[config.mk]
export PLATFORM = sky130hd
export DESIGN_NAME = adc_channel_conditioner_core
export DESIGN_NICKNAME = d
export VERILOG_FILES = /design/src/rtl/adcc_pkg.sv /design/src/rtl/adcc_regs.sv /design/src/rtl/adcc_accum.sv /design/src/rtl/adcc_filter.sv /design/src/rtl/adcc_convert.sv /design/src/rtl/adc_channel_conditioner_core.sv
export SDC_FILE = /design/constraint.sdc
export NUM_CORES = 1
export LEC_CHECK = 0
export ABC_AREA = 0
export BUFFER_PORTS_ARGS = -buffer_cell sky130_fd_sc_hd__buf_4
export CAP_MARGIN = 5
export CORE_ASPECT_RATIO = 0.7
export CORE_MARGIN = 2
export CORE_UTILIZATION = 40
export DETAILED_ROUTE_END_ITERATION = 10
export PLACE_DENSITY = 0.66
export SLEW_MARGIN = 25
export SYNTH_ARGS = -nofsm -noshare
export SYNTH_HDL_FRONTEND = slang
export SYNTH_SLANG_ARGS = --single-unit
[constraint.sdc]
create_clock -name aclk -period 13.1 [get_ports aclk]
set_input_delay 1.31 -clock aclk [delete_from_list [all_inputs] [get_ports aclk]]
set_output_delay 1.31 -clock aclk [all_outputs]
set_load 0.01 [all_outputs]
[src/rtl/adcc_pkg.sv]
// shared types, constants and helpers for the adc channel conditioner
package adcc_pkg;

    localparam int unsigned SAMPLE_W = 11;
    localparam int unsigned ROLE_W   = 3;

    // default build values for the top level parameters
    localparam int unsigned SAMPLES_PER_READ_DEF   = 5;
    localparam int unsigned PRESSURE_FRAC_BITS_DEF = 8;

    localparam logic [SAMPLE_W-1:0] FULL_SCALE     = 11'd2047;
    localparam logic [SAMPLE_W-1:0] LIMIT_CURRENT  = 11'd600;
    localparam logic [SAMPLE_W-1:0] LIMIT_PRESSURE = 11'd1500;
    localparam logic [SAMPLE_W-1:0] LIMIT_TEMP     = 11'd2000;

    // apb register map, index taken from paddr[3:2]
    localparam int unsigned APB_ADDR_W = 4;
    localparam int unsigned APB_DATA_W = 32;
    localparam logic [1:0] REG_HIGH_LIMIT  = 2'd0;
    localparam logic [1:0] REG_LOW_LIMIT   = 2'd1;
    localparam logic [1:0] REG_ZERO_OFFSET = 2'd2;

    typedef enum logic [ROLE_W-1:0] {
        ROLE_SUPPLY12,
        ROLE_MOTOR_VOLT,
        ROLE_MOTOR_CURRENT,
        ROLE_PRESSURE,
        ROLE_SPARE,
        ROLE_TEMP,
        ROLE_V5,
        ROLE_VDD
    } role_t;

    typedef struct packed {
        logic [ROLE_W-1:0]   channel;
        logic [SAMPLE_W-1:0] sample;
    } in_item_t;

    typedef struct packed {
        logic [ROLE_W-1:0]   channel_out;
        logic [SAMPLE_W-1:0] burst_average;
        logic                sample_accepted;
        logic                full_scale_error;
        logic [SAMPLE_W-1:0] published_value;
        logic                press_above_high;
        logic                pressure_stall;
        logic [6:0]          battery_percent;
        logic signed [15:0]  temperature_c;
        logic [5:0]          pressure_psi;
    } out_item_t;

    typedef struct packed {
        logic [SAMPLE_W-1:0] high_limit;
        logic [SAMPLE_W-1:0] low_limit;
        logic [SAMPLE_W-1:0] zero_offset;
    } cfg_t;

    // record handed from the filter stage to the conversion stage
    typedef struct packed {
        logic [ROLE_W-1:0]   channel;
        logic [SAMPLE_W-1:0] avg;
        logic                accepted;
        logic                full_scale_error;
        logic [SAMPLE_W-1:0] published;
        logic [SAMPLE_W-1:0] supply;
        logic [SAMPLE_W-1:0] pressure;
        logic [SAMPLE_W-1:0] temp;
    } filt_rec_t;

    // acceptance limit per role, spare has none
    function automatic logic [SAMPLE_W-1:0] accept_limit(input role_t r);
        logic [SAMPLE_W-1:0] lim;
        case (r)
            ROLE_SUPPLY12, ROLE_MOTOR_VOLT, ROLE_V5, ROLE_VDD: lim = FULL_SCALE;
            ROLE_MOTOR_CURRENT: lim = LIMIT_CURRENT;
            ROLE_PRESSURE:      lim = LIMIT_PRESSURE;
            ROLE_TEMP:          lim = LIMIT_TEMP;
            default:            lim = '0;
        endcase
        return lim;
    endfunction

endpackage

[src/rtl/adcc_regs.sv]
// apb configuration registers for the pressure window and zero offset
module adcc_regs (
    input  logic                             aclk,
    input  logic                             aresetn,
    input  logic                             psel,
    input  logic                             penable,
    input  logic                             pwrite,
    input  logic [adcc_pkg::APB_ADDR_W-1:0]  paddr,
    input  logic [adcc_pkg::APB_DATA_W-1:0]  pwdata,
    output logic [adcc_pkg::APB_DATA_W-1:0]  prdata,
    output logic                             pready,
    output adcc_pkg::cfg_t                   cfg
);
    import adcc_pkg::*;

    cfg_t       cfg_reg;
    logic [1:0] reg_idx;

    assign reg_idx = paddr[3:2];
    assign pready  = 1'b1;
    assign cfg     = cfg_reg;

    // register write on the access phase
    always_ff @(posedge aclk) begin
        if (!aresetn) begin
            cfg_reg <= '0;
        end else if (psel && penable && pwrite && pready) begin
            case (reg_idx)
                REG_HIGH_LIMIT:  cfg_reg.high_limit  <= pwdata[SAMPLE_W-1:0];
                REG_LOW_LIMIT:   cfg_reg.low_limit   <= pwdata[SAMPLE_W-1:0];
                REG_ZERO_OFFSET: cfg_reg.zero_offset <= pwdata[SAMPLE_W-1:0];
                default: ;
            endcase
        end
    end

    // read mux
    always_comb begin
        case (reg_idx)
            REG_HIGH_LIMIT:  prdata = APB_DATA_W'(cfg_reg.high_limit);
            REG_LOW_LIMIT:   prdata = APB_DATA_W'(cfg_reg.low_limit);
            REG_ZERO_OFFSET: prdata = APB_DATA_W'(cfg_reg.zero_offset);
            default:         prdata = '0;
        endcase
    end

endmodule

[src/rtl/adcc_accum.sv]
// burst accumulator: sums conversions and hands over the completed burst sum
module adcc_accum #(
    parameter int unsigned SAMPLES_PER_READ = adcc_pkg::SAMPLES_PER_READ_DEF,
    parameter int unsigned SUM_W            = 14
) (
    input  logic                          aclk,
    input  logic                          aresetn,
    input  logic                          s_valid,
    output logic                          s_ready,
    input  adcc_pkg::in_item_t            s_data,
    output logic                          a_valid,
    input  logic                          a_ready,
    output logic [adcc_pkg::ROLE_W-1:0]   a_role,
    output logic [SUM_W-1:0]              a_sum
);
    import adcc_pkg::*;

    localparam int unsigned CNT_W = (SAMPLES_PER_READ > 1) ? $clog2(SAMPLES_PER_READ) : 1;
    localparam logic [CNT_W-1:0] LAST_CNT = CNT_W'(SAMPLES_PER_READ - 1);

    logic [SUM_W-1:0]  sum_reg;
    logic [SUM_W-1:0]  sum_next;
    logic [CNT_W-1:0]  count_reg;
    logic              a_valid_reg;
    logic [ROLE_W-1:0] a_role_reg;
    logic [SUM_W-1:0]  a_sum_reg;
    logic              take;
    logic              last;

    assign s_ready  = !a_valid_reg || a_ready;
    assign take     = s_valid && s_ready;
    assign last     = (count_reg == LAST_CNT);
    assign sum_next = sum_reg + SUM_W'(s_data.sample);

    assign a_valid = a_valid_reg;
    assign a_role  = a_role_reg;
    assign a_sum   = a_sum_reg;

    // running sum, burst position and handover flag
    always_ff @(posedge aclk) begin
        if (!aresetn) begin
            sum_reg     <= '0;
            count_reg   <= '0;
            a_valid_reg <= 1'b0;
        end else begin
            if (a_valid_reg && a_ready) begin
                a_valid_reg <= 1'b0;
            end
            if (take) begin
                if (last) begin
                    sum_reg     <= '0;
                    count_reg   <= '0;
                    a_valid_reg <= 1'b1;
                end else begin
                    sum_reg   <= sum_next;
                    count_reg <= count_reg + CNT_W'(1);
                end
            end
        end
    end

    // completed burst payload, role from the last transfer
    always_ff @(posedge aclk) begin
        if (take && last) begin
            a_role_reg <= s_data.channel;
            a_sum_reg  <= sum_next;
        end
    end

endmodule

[src/rtl/adcc_filter.sv]
// burst average, acceptance check, role values and exponential averages of four roles
module adcc_filter #(
    parameter int unsigned SAMPLES_PER_READ   = adcc_pkg::SAMPLES_PER_READ_DEF,
    parameter int unsigned PRESSURE_FRAC_BITS = adcc_pkg::PRESSURE_FRAC_BITS_DEF,
    parameter int unsigned SUM_W              = 14
) (
    input  logic                          aclk,
    input  logic                          aresetn,
    input  logic                          a_valid,
    output logic                          a_ready,
    input  logic [adcc_pkg::ROLE_W-1:0]   a_role,
    input  logic [SUM_W-1:0]              a_sum,
    output logic                          rec_valid,
    input  logic                          rec_ready,
    output adcc_pkg::filt_rec_t           rec
);
    import adcc_pkg::*;

    localparam int unsigned NUM_ROLES = 2 ** ROLE_W;
    localparam int unsigned PAVG_W    = SAMPLE_W + PRESSURE_FRAC_BITS;
    // reciprocal of the burst length, exact for any sum below 2**SUM_W and up to 8 samples
    localparam int unsigned DIV_SHIFT = SUM_W + 3;
    localparam int unsigned MULT_W    = DIV_SHIFT + 1;
    localparam int unsigned PROD_W    = SUM_W + MULT_W;
    localparam logic [MULT_W-1:0] DIV_MULT =
        MULT_W'(((64'd1 << DIV_SHIFT) + SAMPLES_PER_READ - 1) / SAMPLES_PER_READ);

    logic [SAMPLE_W-1:0] role_reg [NUM_ROLES];
    logic [SAMPLE_W-1:0] role_next [NUM_ROLES];
    logic [SAMPLE_W-1:0] supply_avg_reg, current_avg_reg, temp_avg_reg;
    logic [SAMPLE_W-1:0] supply_avg_next, current_avg_next, temp_avg_next;
    logic [PAVG_W-1:0]   press_avg_reg, press_avg_next;
    logic                rec_valid_reg;
    filt_rec_t           rec_reg;
    filt_rec_t           rec_next;

    logic [PROD_W-1:0]   div_prod;
    logic [SUM_W-1:0]    quot;
    logic [SAMPLE_W-1:0] avg;
    role_t               role;
    logic                accepted;
    logic                fire;
    logic [SAMPLE_W+1:0] sup3, cur3;
    logic [SAMPLE_W+3:0] tmp15;
    logic [PAVG_W+1:0]   press3;
    logic [SAMPLE_W-1:0] sup_new, cur_new, tmp_new;
    logic [PAVG_W-1:0]   press_new;

    assign a_ready   = !rec_valid_reg || rec_ready;
    assign fire      = a_valid && a_ready;
    assign rec_valid = rec_valid_reg;
    assign rec       = rec_reg;

    // truncated burst mean by reciprocal multiplication, then acceptance
    assign div_prod = PROD_W'(a_sum) * PROD_W'(DIV_MULT);
    assign quot     = div_prod[PROD_W-2:DIV_SHIFT];
    assign avg      = (quot > SUM_W'(FULL_SCALE)) ? FULL_SCALE : quot[SAMPLE_W-1:0];
    assign role     = role_t'(a_role);
    assign accepted = (role == ROLE_SPARE) || (avg < accept_limit(role));

    // 3/4 averages for supply and current
    assign sup3    = {2'b00, supply_avg_reg} + {1'b0, supply_avg_reg, 1'b0};
    assign sup_new = sup3[SAMPLE_W+1:2] + {2'b00, avg[SAMPLE_W-1:2]};
    assign cur3    = {2'b00, current_avg_reg} + {1'b0, current_avg_reg, 1'b0};
    assign cur_new = cur3[SAMPLE_W+1:2] + {2'b00, avg[SAMPLE_W-1:2]};

    // 15/16 average for temperature
    assign tmp15   = {temp_avg_reg, 4'b0000} - {4'b0000, temp_avg_reg};
    assign tmp_new = tmp15[SAMPLE_W+3:4] + {4'b0000, avg[SAMPLE_W-1:4]};

    // 3/4 fixed point average for pressure
    assign press3    = {2'b00, press_avg_reg} + {1'b0, press_avg_reg, 1'b0};
    assign press_new = press3[PAVG_W+1:2] + (PAVG_W'(avg) << (PRESSURE_FRAC_BITS - 2));

    // next role values and average state
    always_comb begin
        for (int i = 0; i < NUM_ROLES; i++) begin
            role_next[i] = role_reg[i];
        end
        supply_avg_next  = supply_avg_reg;
        current_avg_next = current_avg_reg;
        temp_avg_next    = temp_avg_reg;
        press_avg_next   = press_avg_reg;
        if (accepted) begin
            case (role)
                ROLE_SUPPLY12: begin
                    supply_avg_next         = sup_new;
                    role_next[ROLE_SUPPLY12] = sup_new;
                end
                ROLE_MOTOR_CURRENT: begin
                    current_avg_next              = cur_new;
                    role_next[ROLE_MOTOR_CURRENT] = cur_new;
                end
                ROLE_PRESSURE: begin
                    press_avg_next           = press_new;
                    role_next[ROLE_PRESSURE] = press_new[PAVG_W-1:PRESSURE_FRAC_BITS];
                end
                ROLE_TEMP: begin
                    temp_avg_next        = tmp_new;
                    role_next[ROLE_TEMP] = tmp_new;
                end
                default: begin
                    role_next[a_role] = avg;
                end
            endcase
        end
    end

    // record for the conversion stage
    always_comb begin
        rec_next.channel          = a_role;
        rec_next.avg              = avg;
        rec_next.accepted         = accepted;
        rec_next.full_scale_error = (avg == FULL_SCALE) && (role != ROLE_SPARE);
        rec_next.published        = role_next[a_role];
        rec_next.supply           = role_next[ROLE_SUPPLY12];
        rec_next.pressure         = role_next[ROLE_PRESSURE];
        rec_next.temp             = role_next[ROLE_TEMP];
    end

    // filter state and record valid
    always_ff @(posedge aclk) begin
        if (!aresetn) begin
            for (int i = 0; i < NUM_ROLES; i++) begin
                role_reg[i] <= '0;
            end
            supply_avg_reg  <= '0;
            current_avg_reg <= '0;
            temp_avg_reg    <= '0;
            press_avg_reg   <= '0;
            rec_valid_reg   <= 1'b0;
        end else begin
            if (rec_valid_reg && rec_ready) begin
                rec_valid_reg <= 1'b0;
            end
            if (fire) begin
                for (int i = 0; i < NUM_ROLES; i++) begin
                    role_reg[i] <= role_next[i];
                end
                supply_avg_reg  <= supply_avg_next;
                current_avg_reg <= current_avg_next;
                temp_avg_reg    <= temp_avg_next;
                press_avg_reg   <= press_avg_next;
                rec_valid_reg   <= 1'b1;
            end
        end
    end

    // record payload
    always_ff @(posedge aclk) begin
        if (fire) begin
            rec_reg <= rec_next;
        end
    end

endmodule

[src/rtl/adcc_convert.sv]
// unit conversions, pressure window flags and the result register
module adcc_convert (
    input  logic                  aclk,
    input  logic                  aresetn,
    input  logic                  rec_valid,
    output logic                  rec_ready,
    input  adcc_pkg::filt_rec_t   rec,
    input  adcc_pkg::cfg_t        cfg,
    output logic                  m_valid,
    input  logic                  m_ready,
    output adcc_pkg::out_item_t   m_data
);
    import adcc_pkg::*;

    // battery: mv = supply*20 - 100, percent = (mv - 9000) / 30 inside the window
    localparam logic [15:0] BATT_MV_PER_LSB = 16'd20;
    localparam logic [15:0] BATT_RAW_LOW    = 16'd9100;
    localparam logic [15:0] BATT_RAW_HIGH   = 16'd12100;
    localparam logic [11:0] RECIP_30        = 12'd2185;
    localparam int unsigned RECIP_SHIFT     = 16;
    localparam logic [6:0]  BATT_FULL       = 7'd100;
    // temperature and pressure scaling
    localparam logic [15:0]        TEMP_SCALE  = 16'd13;
    localparam logic signed [15:0] TEMP_OFFSET = 16'sd1000;
    localparam logic [17:0]        PSI_SCALE   = 18'd69;
    localparam logic [6:0]         PSI_MAX     = 7'd63;

    logic      m_valid_reg;
    out_item_t m_data_reg;
    out_item_t m_data_next;
    logic      load;

    logic [15:0]         mv20;
    logic [11:0]         batt_diff;
    logic [23:0]         batt_prod;
    logic [6:0]          batt_pct;
    logic [15:0]         temp13;
    logic [SAMPLE_W-1:0] psi_diff;
    logic [17:0]         psi_prod;
    logic [6:0]          psi_full;
    logic                ok;

    assign rec_ready = !m_valid_reg || m_ready;
    assign load      = rec_valid && rec_ready;
    assign m_valid   = m_valid_reg;
    assign m_data    = m_data_reg;

    // battery percent
    assign mv20      = {5'b00000, rec.supply} * BATT_MV_PER_LSB;
    assign batt_diff = 12'(mv20 - BATT_RAW_LOW);
    assign batt_prod = batt_diff * RECIP_30;
    always_comb begin
        if (mv20 < BATT_RAW_LOW) begin
            batt_pct = '0;
        end else if (mv20 > BATT_RAW_HIGH) begin
            batt_pct = BATT_FULL;
        end else begin
            batt_pct = 7'(batt_prod >> RECIP_SHIFT);
        end
    end

    // temperature in celsius
    assign temp13 = {5'b00000, rec.temp} * TEMP_SCALE;

    // pressure in psi, floored at the zero offset and capped
    assign psi_diff = rec.pressure - cfg.zero_offset;
    assign psi_prod = {7'b0000000, psi_diff} * PSI_SCALE;
    assign psi_full = psi_prod[17:11];

    assign ok = rec.pressure > cfg.high_limit;

    always_comb begin
        m_data_next.channel_out      = rec.channel;
        m_data_next.burst_average    = rec.avg;
        m_data_next.sample_accepted  = rec.accepted;
        m_data_next.full_scale_error = rec.full_scale_error;
        m_data_next.published_value  = rec.published;
        m_data_next.press_above_high = ok;
        m_data_next.pressure_stall   = !ok && (rec.pressure < cfg.low_limit);
        m_data_next.battery_percent  = batt_pct;
        m_data_next.temperature_c    = $signed(temp13) - TEMP_OFFSET;
        if (rec.pressure < cfg.zero_offset) begin
            m_data_next.pressure_psi = '0;
        end else if (psi_full > PSI_MAX) begin
            m_data_next.pressure_psi = PSI_MAX[5:0];
        end else begin
            m_data_next.pressure_psi = psi_full[5:0];
        end
    end

    // result valid
    always_ff @(posedge aclk) begin
        if (!aresetn) begin
            m_valid_reg <= 1'b0;
        end else if (load) begin
            m_valid_reg <= 1'b1;
        end else if (m_ready) begin
            m_valid_reg <= 1'b0;
        end
    end

    // result payload
    always_ff @(posedge aclk) begin
        if (load) begin
            m_data_reg <= m_data_next;
        end
    end

endmodule

[src/rtl/adc_channel_conditioner_core.sv]
// adc channel conditioner top: burst accumulator, role filters, conversions, apb registers
// a burst result is registered in the accumulator, the filter record and the result register in turn
// throughput: one input transfer per cycle while s_ready is high; one result per SAMPLES_PER_READ transfers
// the three stages (accumulator, filter, result register) each hold one item under backpressure
// reset: synchronous active-low aresetn clears sums, filter state, role values and registers
module adc_channel_conditioner_core #(
    parameter int unsigned SAMPLES_PER_READ   = adcc_pkg::SAMPLES_PER_READ_DEF,
    parameter int unsigned PRESSURE_FRAC_BITS = adcc_pkg::PRESSURE_FRAC_BITS_DEF
) (
    input  logic                             aclk,
    input  logic                             aresetn,
    input  logic                             s_valid,
    output logic                             s_ready,
    input  adcc_pkg::in_item_t               s_data,
    output logic                             m_valid,
    input  logic                             m_ready,
    output adcc_pkg::out_item_t              m_data,
    input  logic                             psel,
    input  logic                             penable,
    input  logic                             pwrite,
    input  logic [adcc_pkg::APB_ADDR_W-1:0]  paddr,
    input  logic [adcc_pkg::APB_DATA_W-1:0]  pwdata,
    output logic [adcc_pkg::APB_DATA_W-1:0]  prdata,
    output logic                             pready
);
    import adcc_pkg::*;

    localparam int unsigned SUM_W = $clog2(SAMPLES_PER_READ * 2047 + 1);

    logic              a_valid;
    logic              a_ready;
    logic [ROLE_W-1:0] a_role;
    logic [SUM_W-1:0]  a_sum;
    logic              rec_valid;
    logic              rec_ready;
    filt_rec_t         rec;
    cfg_t              cfg;

    adcc_regs u_regs (
        .aclk    (aclk),
        .aresetn (aresetn),
        .psel    (psel),
        .penable (penable),
        .pwrite  (pwrite),
        .paddr   (paddr),
        .pwdata  (pwdata),
        .prdata  (prdata),
        .pready  (pready),
        .cfg     (cfg)
    );

    adcc_accum #(
        .SAMPLES_PER_READ (SAMPLES_PER_READ),
        .SUM_W            (SUM_W)
    ) u_accum (
        .aclk    (aclk),
        .aresetn (aresetn),
        .s_valid (s_valid),
        .s_ready (s_ready),
        .s_data  (s_data),
        .a_valid (a_valid),
        .a_ready (a_ready),
        .a_role  (a_role),
        .a_sum   (a_sum)
    );

    adcc_filter #(
        .SAMPLES_PER_READ   (SAMPLES_PER_READ),
        .PRESSURE_FRAC_BITS (PRESSURE_FRAC_BITS),
        .SUM_W              (SUM_W)
    ) u_filter (
        .aclk      (aclk),
        .aresetn   (aresetn),
        .a_valid   (a_valid),
        .a_ready   (a_ready),
        .a_role    (a_role),
        .a_sum     (a_sum),
        .rec_valid (rec_valid),
        .rec_ready (rec_ready),
        .rec       (rec)
    );

    adcc_convert u_convert (
        .aclk      (aclk),
        .aresetn   (aresetn),
        .rec_valid (rec_valid),
        .rec_ready (rec_ready),
        .rec       (rec),
        .cfg       (cfg),
        .m_valid   (m_valid),
        .m_ready   (m_ready),
        .m_data    (m_data)
    );

    // a new result only appears after the filter stage held a record
    assert property (@(posedge aclk) disable iff (!aresetn)
        $rose(m_valid) |-> $past(rec_valid))
        else $error("result raised without a filter record");

    // a full-scale average is never below any role limit
    assert property (@(posedge aclk) disable iff (!aresetn)
        m_valid && m_data.full_scale_error |-> !m_data.sample_accepted)
        else $error("full-scale burst was accepted");

    // the spare role is never rejected
    assert property (@(posedge aclk) disable iff (!aresetn)
        m_valid && (m_data.channel_out == ROLE_SPARE) |-> m_data.sample_accepted)
        else $error("spare burst rejected");

    // battery percent stays within its range
    assert property (@(posedge aclk) disable iff (!aresetn)
        m_valid |-> (m_data.battery_percent <= 7'd100))
        else $error("battery percent out of range");

endmodule
After elaboration in Yosys (flattened, before gate mapping). Memories as Yosys holds them, arrays and structs flattened. Index checks and enable logic that the tools add are counted.

Bits in registers: 240. RAM bits: 88. Input bits: 57. Logic and storage cells: 158. Memories: 1.

Memories: u_filter.role_reg (depth 8, bits a word 11, read ports 8, clocked after Yosys merged registers in 0, write ports 8, line adcc_filter.sv:28) `logic [SAMPLE_W-1:0] role_reg [NUM_ROLES];`.

Add/subtract/negate cells: 13. Multipliers: 5. $lt $le $gt $ge: 10. Eq/ne operators: 12. Muxes and demuxes: 40. Bitwise gates (word level): 9. Reductions and logical operators: 35.

Operators by type and width (number): $mux 11 (14); $bwmux 88 (1); $mux 88 (1); $pmux 11 s2 (4); $pmux 11 s4 (1); $bmux 11 s3 (1); $demux 11 s3 (1); $lt 11x11->1 (3); $pmux 11 s3 (1); $mul 14x15->29 const B (1); $add 11x12->13 (2); $mul 12x12->23 const B (1); $add 11x9->11 (2); $mux 22 (1); $add 19x20->21 (1); $add 19x17->19 (1); $mul 11x7->18 const B (1); $gt 16x14->1 const B (1); $lt 16x14->1 const B (1); $sub 15x10->16 const B (1); $eq 3x3->1 const B (5); $mul 11x4->15 const B (1); $sub 15x11->15 (1); $add 14x11->14 (1); other kinds (34) (76).

Longest topological paths before layout.
Depth in word-level cells: 11. Mapped depth: 37. Depth with buffers taken out: 35.

Cells and area by module. A second synthesis with hierarchy kept.

Cells, all modules: 2765. Area, all modules: 26654.3 µm².

By module, submodules not included: adcc_filter (times used 1, cells each 1798, area each 16778.6 µm², sequential area each 5175.0 µm²); adcc_convert (times used 1, cells each 615, area each 6436.2 µm², sequential area each 1761.7 µm²); adcc_accum (times used 1, cells each 168, area each 1803.0 µm², sequential area each 870.8 µm²); adcc_regs (times used 1, cells each 184, area each 1636.6 µm², sequential area each 660.6 µm²).

Worst setup path before layout. OpenSTA, ideal clock, no wires.

Path kind: reg-to-reg. Start: register u_accum.a_sum_reg[11] (netlist: u_accum.a_sum[11]). End: register u_filter.rec_reg (netlist bit u_filter.rec[42]), data pin. Arrival: 8.248 ns. Data required time: 12.824 ns. Slack: 4.576 ns. Stages on the path, launching flop included: 36. Path buffers: 3. Cell sequence: edfxtp_1 -> fa_1 -> fa_1 -> fa_1 -> inv_1 -> fa_1 -> inv_1 -> fa_1 -> inv_1 -> fa_1 -> inv_1 -> ha_1 -> and4_1 -> and3_4 -> a32oi_4 -> a31oi_4 -> xor2_4 -> clkbuf_1 -> nor2_1 -> inv_1 -> ha_1 -> a21o_1 -> a2111oi_0 -> a32o_1 -> nor3_1 -> a2bb2oi_1 -> o221ai_1 -> and2_1 -> buf_2 -> inv_2 -> buf_4 -> o2111ai_1 -> o32ai_1 -> nand2_1 -> a221oi_1 -> o22ai_1.

RTL lines: start, declared (line adcc_accum.sv:26) `logic [SUM_W-1:0] a_sum_reg;`; start signal, assigned (line adcc_accum.sv:66) `a_sum_reg <= sum_next;`; end signal, assigned (line adcc_filter.sv:152) `rec_reg <= rec_next;`; end, declared (line adcc_filter.sv:34) `filt_rec_t rec_reg;`.

Worst setup path after layout.
Start: register u_accum.a_sum_reg[8] (netlist: u_accum.a_sum[8]). End: register u_filter.supply_avg_reg[0].

Longest elaborated chain between the ends: 6. Elaborated cells between the ends (all ways): 7. Classes of those cells: add/sub: 1; mul: 1; order compare: 2; mux: 1; reduce/logical: 2.

RTL lines: $mul 14x15->29 * (line adcc_filter.sv:55) `assign div_prod = PROD_W'(a_sum) * PROD_W'(DIV_MULT);`; $gt 12x11->1 (line adcc_filter.sv:57) `assign avg = (quot > SUM_W'(FULL_SCALE)) ? FULL_SCALE : quot[SAMPLE_W-1:0];`; $mux 11 * (line adcc_filter.sv:57); via u_filter.avg[3] (line adcc_filter.sv:39) `logic [SAMPLE_W-1:0] avg;`; $lt 11x11->1 * (line adcc_filter.sv:59) `assign accepted = (role == ROLE_SPARE) || (avg < accept_limit(role));`; $logic_or 1x1->1 * (line adcc_filter.sv:59); $reduce_and 3->1 (no source line) *; end signal, assigned (line adcc_filter.sv:140) `supply_avg_reg <= supply_avg_next;`; end, declared (line adcc_filter.sv:30) `logic [SAMPLE_W-1:0] supply_avg_reg, current_avg_reg, temp_avg_reg;`.

Mark *: on every way through the listed nets, which the timed path passes. The rest lies on a longest branch. A chain may end at the register's enable or synchronous reset.

==> results.cfg <==
[run_status]
status = complete, no violations

[yosys]
seq_area_frac_synth_pct = 32.05
synthArstFlopShare_pct = 0
synth-compound-area-share_pct = 16.76
netlist_area_mm2 = 0.02745
avgSynthCellArea_um2 = 9.516
synth_edf_count = 223
yosys-top-cells-count = ha_1 (376), inv_1 (296), nand2_1 (257)
yosys_warnings = 0
ys_seq_elements = 328
synthTopCellsByArea = edfxtp_1 (24%), ha_1 (17%), dfxtp_1 (7.7%)
synth.largest_area_cell = edfxtp_1
ys.flop_type = edfxtp_1
synth_mux_area_share_pct = 3.272
yosys.area_share.simple_pct = 13.95
synthAdderAreaFrac_pct = 23.33
synth_top_family_by_area = adder cells
postSynthCellCount = 2885
synth_xor_xnor_area_share_pct = 4.630
synth.most_common_cell = ha_1
ys_types = 104
synth_top_area_share_pct = 24.39

[sta]
period_needed_ns = 10.60
finClkSkew_ns = 0.02644
rsz0062_at_grt = no
slew_headroom_pct = 24.83
setup_viol = 0
final.setup.tns_ns = 0
worstMarginPinSlew_ns = 1.125
finalHoldViolCount = 0
timing.final.crit_share_pct = 80.90
drv_slew = 0
fmax_mhz = 94.36
setup_ws_ns = 2.502
holdWs_ns = 0.4177

[die]
core_area_mm2 = 0.06807
die_height_um = 223.2
dieArea_mm2 = 0.07078
num_io_pins = 150
die_x_um = 317.1
initial_core_util_pct = 40.33
rows = 80

[route]
drc = 0
wl_per_cell_um = 17.90
drt_iter0_drc = 1727
dr.pass1.iters = 5
drt_wl_total_um = 69830
vias_per_cell = 5.455
ant_nets = 0
vias = 21287

[setup_path]
rr_endpoint = u_filter.supply_avg_reg[0]
worstPathRequired_ns = 13.59
cp.arrival_ns = 11.09
cp_max_fo = 33
critPathBufInv = 6
slowest_delay_ns = 0.76
endpoint_kind = flop
rr_startpoint = u_accum.a_sum[8]
cp_common_cell = fa_1
critPathLaunchType = flop
r2r_cells = 31
path_delay_family = adder cells
crit_type = reg -> reg
slowest_stage = nand2_1
r2r_slack_ns = 2.50

[finish]
final_util_pct = 44.64
area_growth_pct = 10.67
fillerInstances = 6533
largest_reg_flops = 88
fin_cells = 3902
drive_gt1_share_pct = 8.433
finalNetCount = 3488
n_antenna_cell = 0

[pwr]
p_leak_nw = 13.31
p_sw_uw = 725.5
peakVddDrop_uv = 75.37
cellPowerDensity_mw_per_mm2 = 85.63
netSwitchingFraction_pct = 27.89
combPwrFrac_pct = 14.6
seqPwrFrac_pct = 43.5
clockPowerShare_pct = 41.8
intPower_mw = 1.876

[worst_hold_path]
min_to = u_convert.m_data[56]
hold_path_depth = 0
hp-class = reg -> reg
worstHoldStart = u_filter.rec[58]

[clock_network]
postCtsSetupBuffers = 0
cts-root-buf = clkbuf_16
cts_buffer_depth = 3
numCtsBuffers = 39
clock-sinks = 328
htreeDepth = 2
clk_pin_slew_ns = 0.06
insertion_delay_ns = 0.59
cts_resized = 0
holdBufCountCts = 0
cts_tree = built

[grt]
grt_antenna_before_repair = 1
grt_pass1_wl_um = 110900
grt_overflow = 0
grt_pass1_vias = 19989
track_usage_pct = 19.80
grt_start_max_net_pins = 81

[placed_design]
dp_cells = 3832
post-dp-hpwl_um = 52430
port_buffers = 104
pre_cts_ws_ns = 2.634
place_congestion = 0.9199

[job]
drv_cap = 0
[cells by family (layout without fill, tap and decap cells)]
group                    after synthesis  after routing
other                                  2             22
XOR/XNOR                             140            140
multiplexers                          79             79
AND/OR/NAND/NOR                      799            799
AO/OA/AOI/OAI                        671            671
adder cells (fa/ha/maj)              462            462
buffers and inverters                404            499
flip-flops                           328            328
[cell type report]
type                            count  area (µm²)  area share, %
Inverter                          301        1132          3.727
Tap cell                          902        1129          3.715
Multi-Input combinational cell   2173       17140          56.40
Timing Repair Buffer              128       964.7          3.175
Clock inverter                     20       196.4         0.6465
Clock buffer                       50        1027          3.381
Sequential cell                   328        8798          28.96
[power by group through the flow]
stage	clock network (mW)	registers [mW]	logic [mW]
after floorplan	0	1.15	0.261
after global placement	0	1.15	0.370
after detailed placement	0	1.15	0.372
after CTS	1.11	1.13	0.375
after global routing	1.15	1.13	0.419
final	1.09	1.13	0.380
[worst max-delay path by stage]
stage / from / end / cells after the start
2_1_floorplan: u_accum.a_sum[11] / u_filter.rec[42] / 35
3_3_place_gp: u_accum.a_sum[8] / u_filter.supply_avg_reg[2] / 31
3_5_place_dp: u_accum.a_sum[8] / u_filter.supply_avg_reg[0] / 31
4_1_cts: u_accum.a_sum[8] / u_filter.supply_avg_reg[0] / 31
5_1_grt: u_accum.a_sum[8] / u_filter.supply_avg_reg[8] / 31
6_report: u_accum.a_sum[8] / u_filter.supply_avg_reg[0] / 31
[placed cells by master, fill, tap and decap left out, types with 41 or more instances in the layout]
| master | n |
|---|---|
| xnor2_1 | 96 |
| a21oi_1 | 151 |
| o21ai_0 | 129 |
| xor2_1 | 41 |
| edfxtp_1 | 223 |
| nor2b_1 | 101 |
| dfxtp_1 | 105 |
| a21o_1 | 49 |
| inv_1 | 295 |
| nand2_1 | 255 |
| a22oi_1 | 41 |
| nor2_1 | 216 |
| a21boi_0 | 61 |
| fa_1 | 84 |
| buf_4 | 127 |
| ha_1 | 376 |
| mux2i_1 | 65 |
[routing by layer]
layer / wire length, µm / share of wire, % / vias to the layer above / track usage (%)
met3: 6218 / 8.9 / 95 / 5.029
met1: 34200 / 49 / 10099 / 29.77
li1: - / - / 10384 / -
met5: 0 / 0 / - / 0
met4: 1610 / 2.3 / 0 / 5.391
met2: 27790 / 40 / 709 / 27.80
[worst reg2reg max path, delay by kind of cell, from the launching register on]
family	cells	cell delay, ns
simple gates	8	2.76
flops	1	0.52
compound gates	8	1.96
buf+inv	6	1.00
fa+ha+maj	8	3.94
xor+xnor	1	0.35
[through the flow]
stage	area (µm²)	total power, mW
floorplan	27530	1.414
global placement	29140	1.524
detailed placement	29140	1.527
CTS	30360	2.620
global route	30380	2.702
finish	30380	2.602
Note: power is estimated with default switching activity, not from simulation.
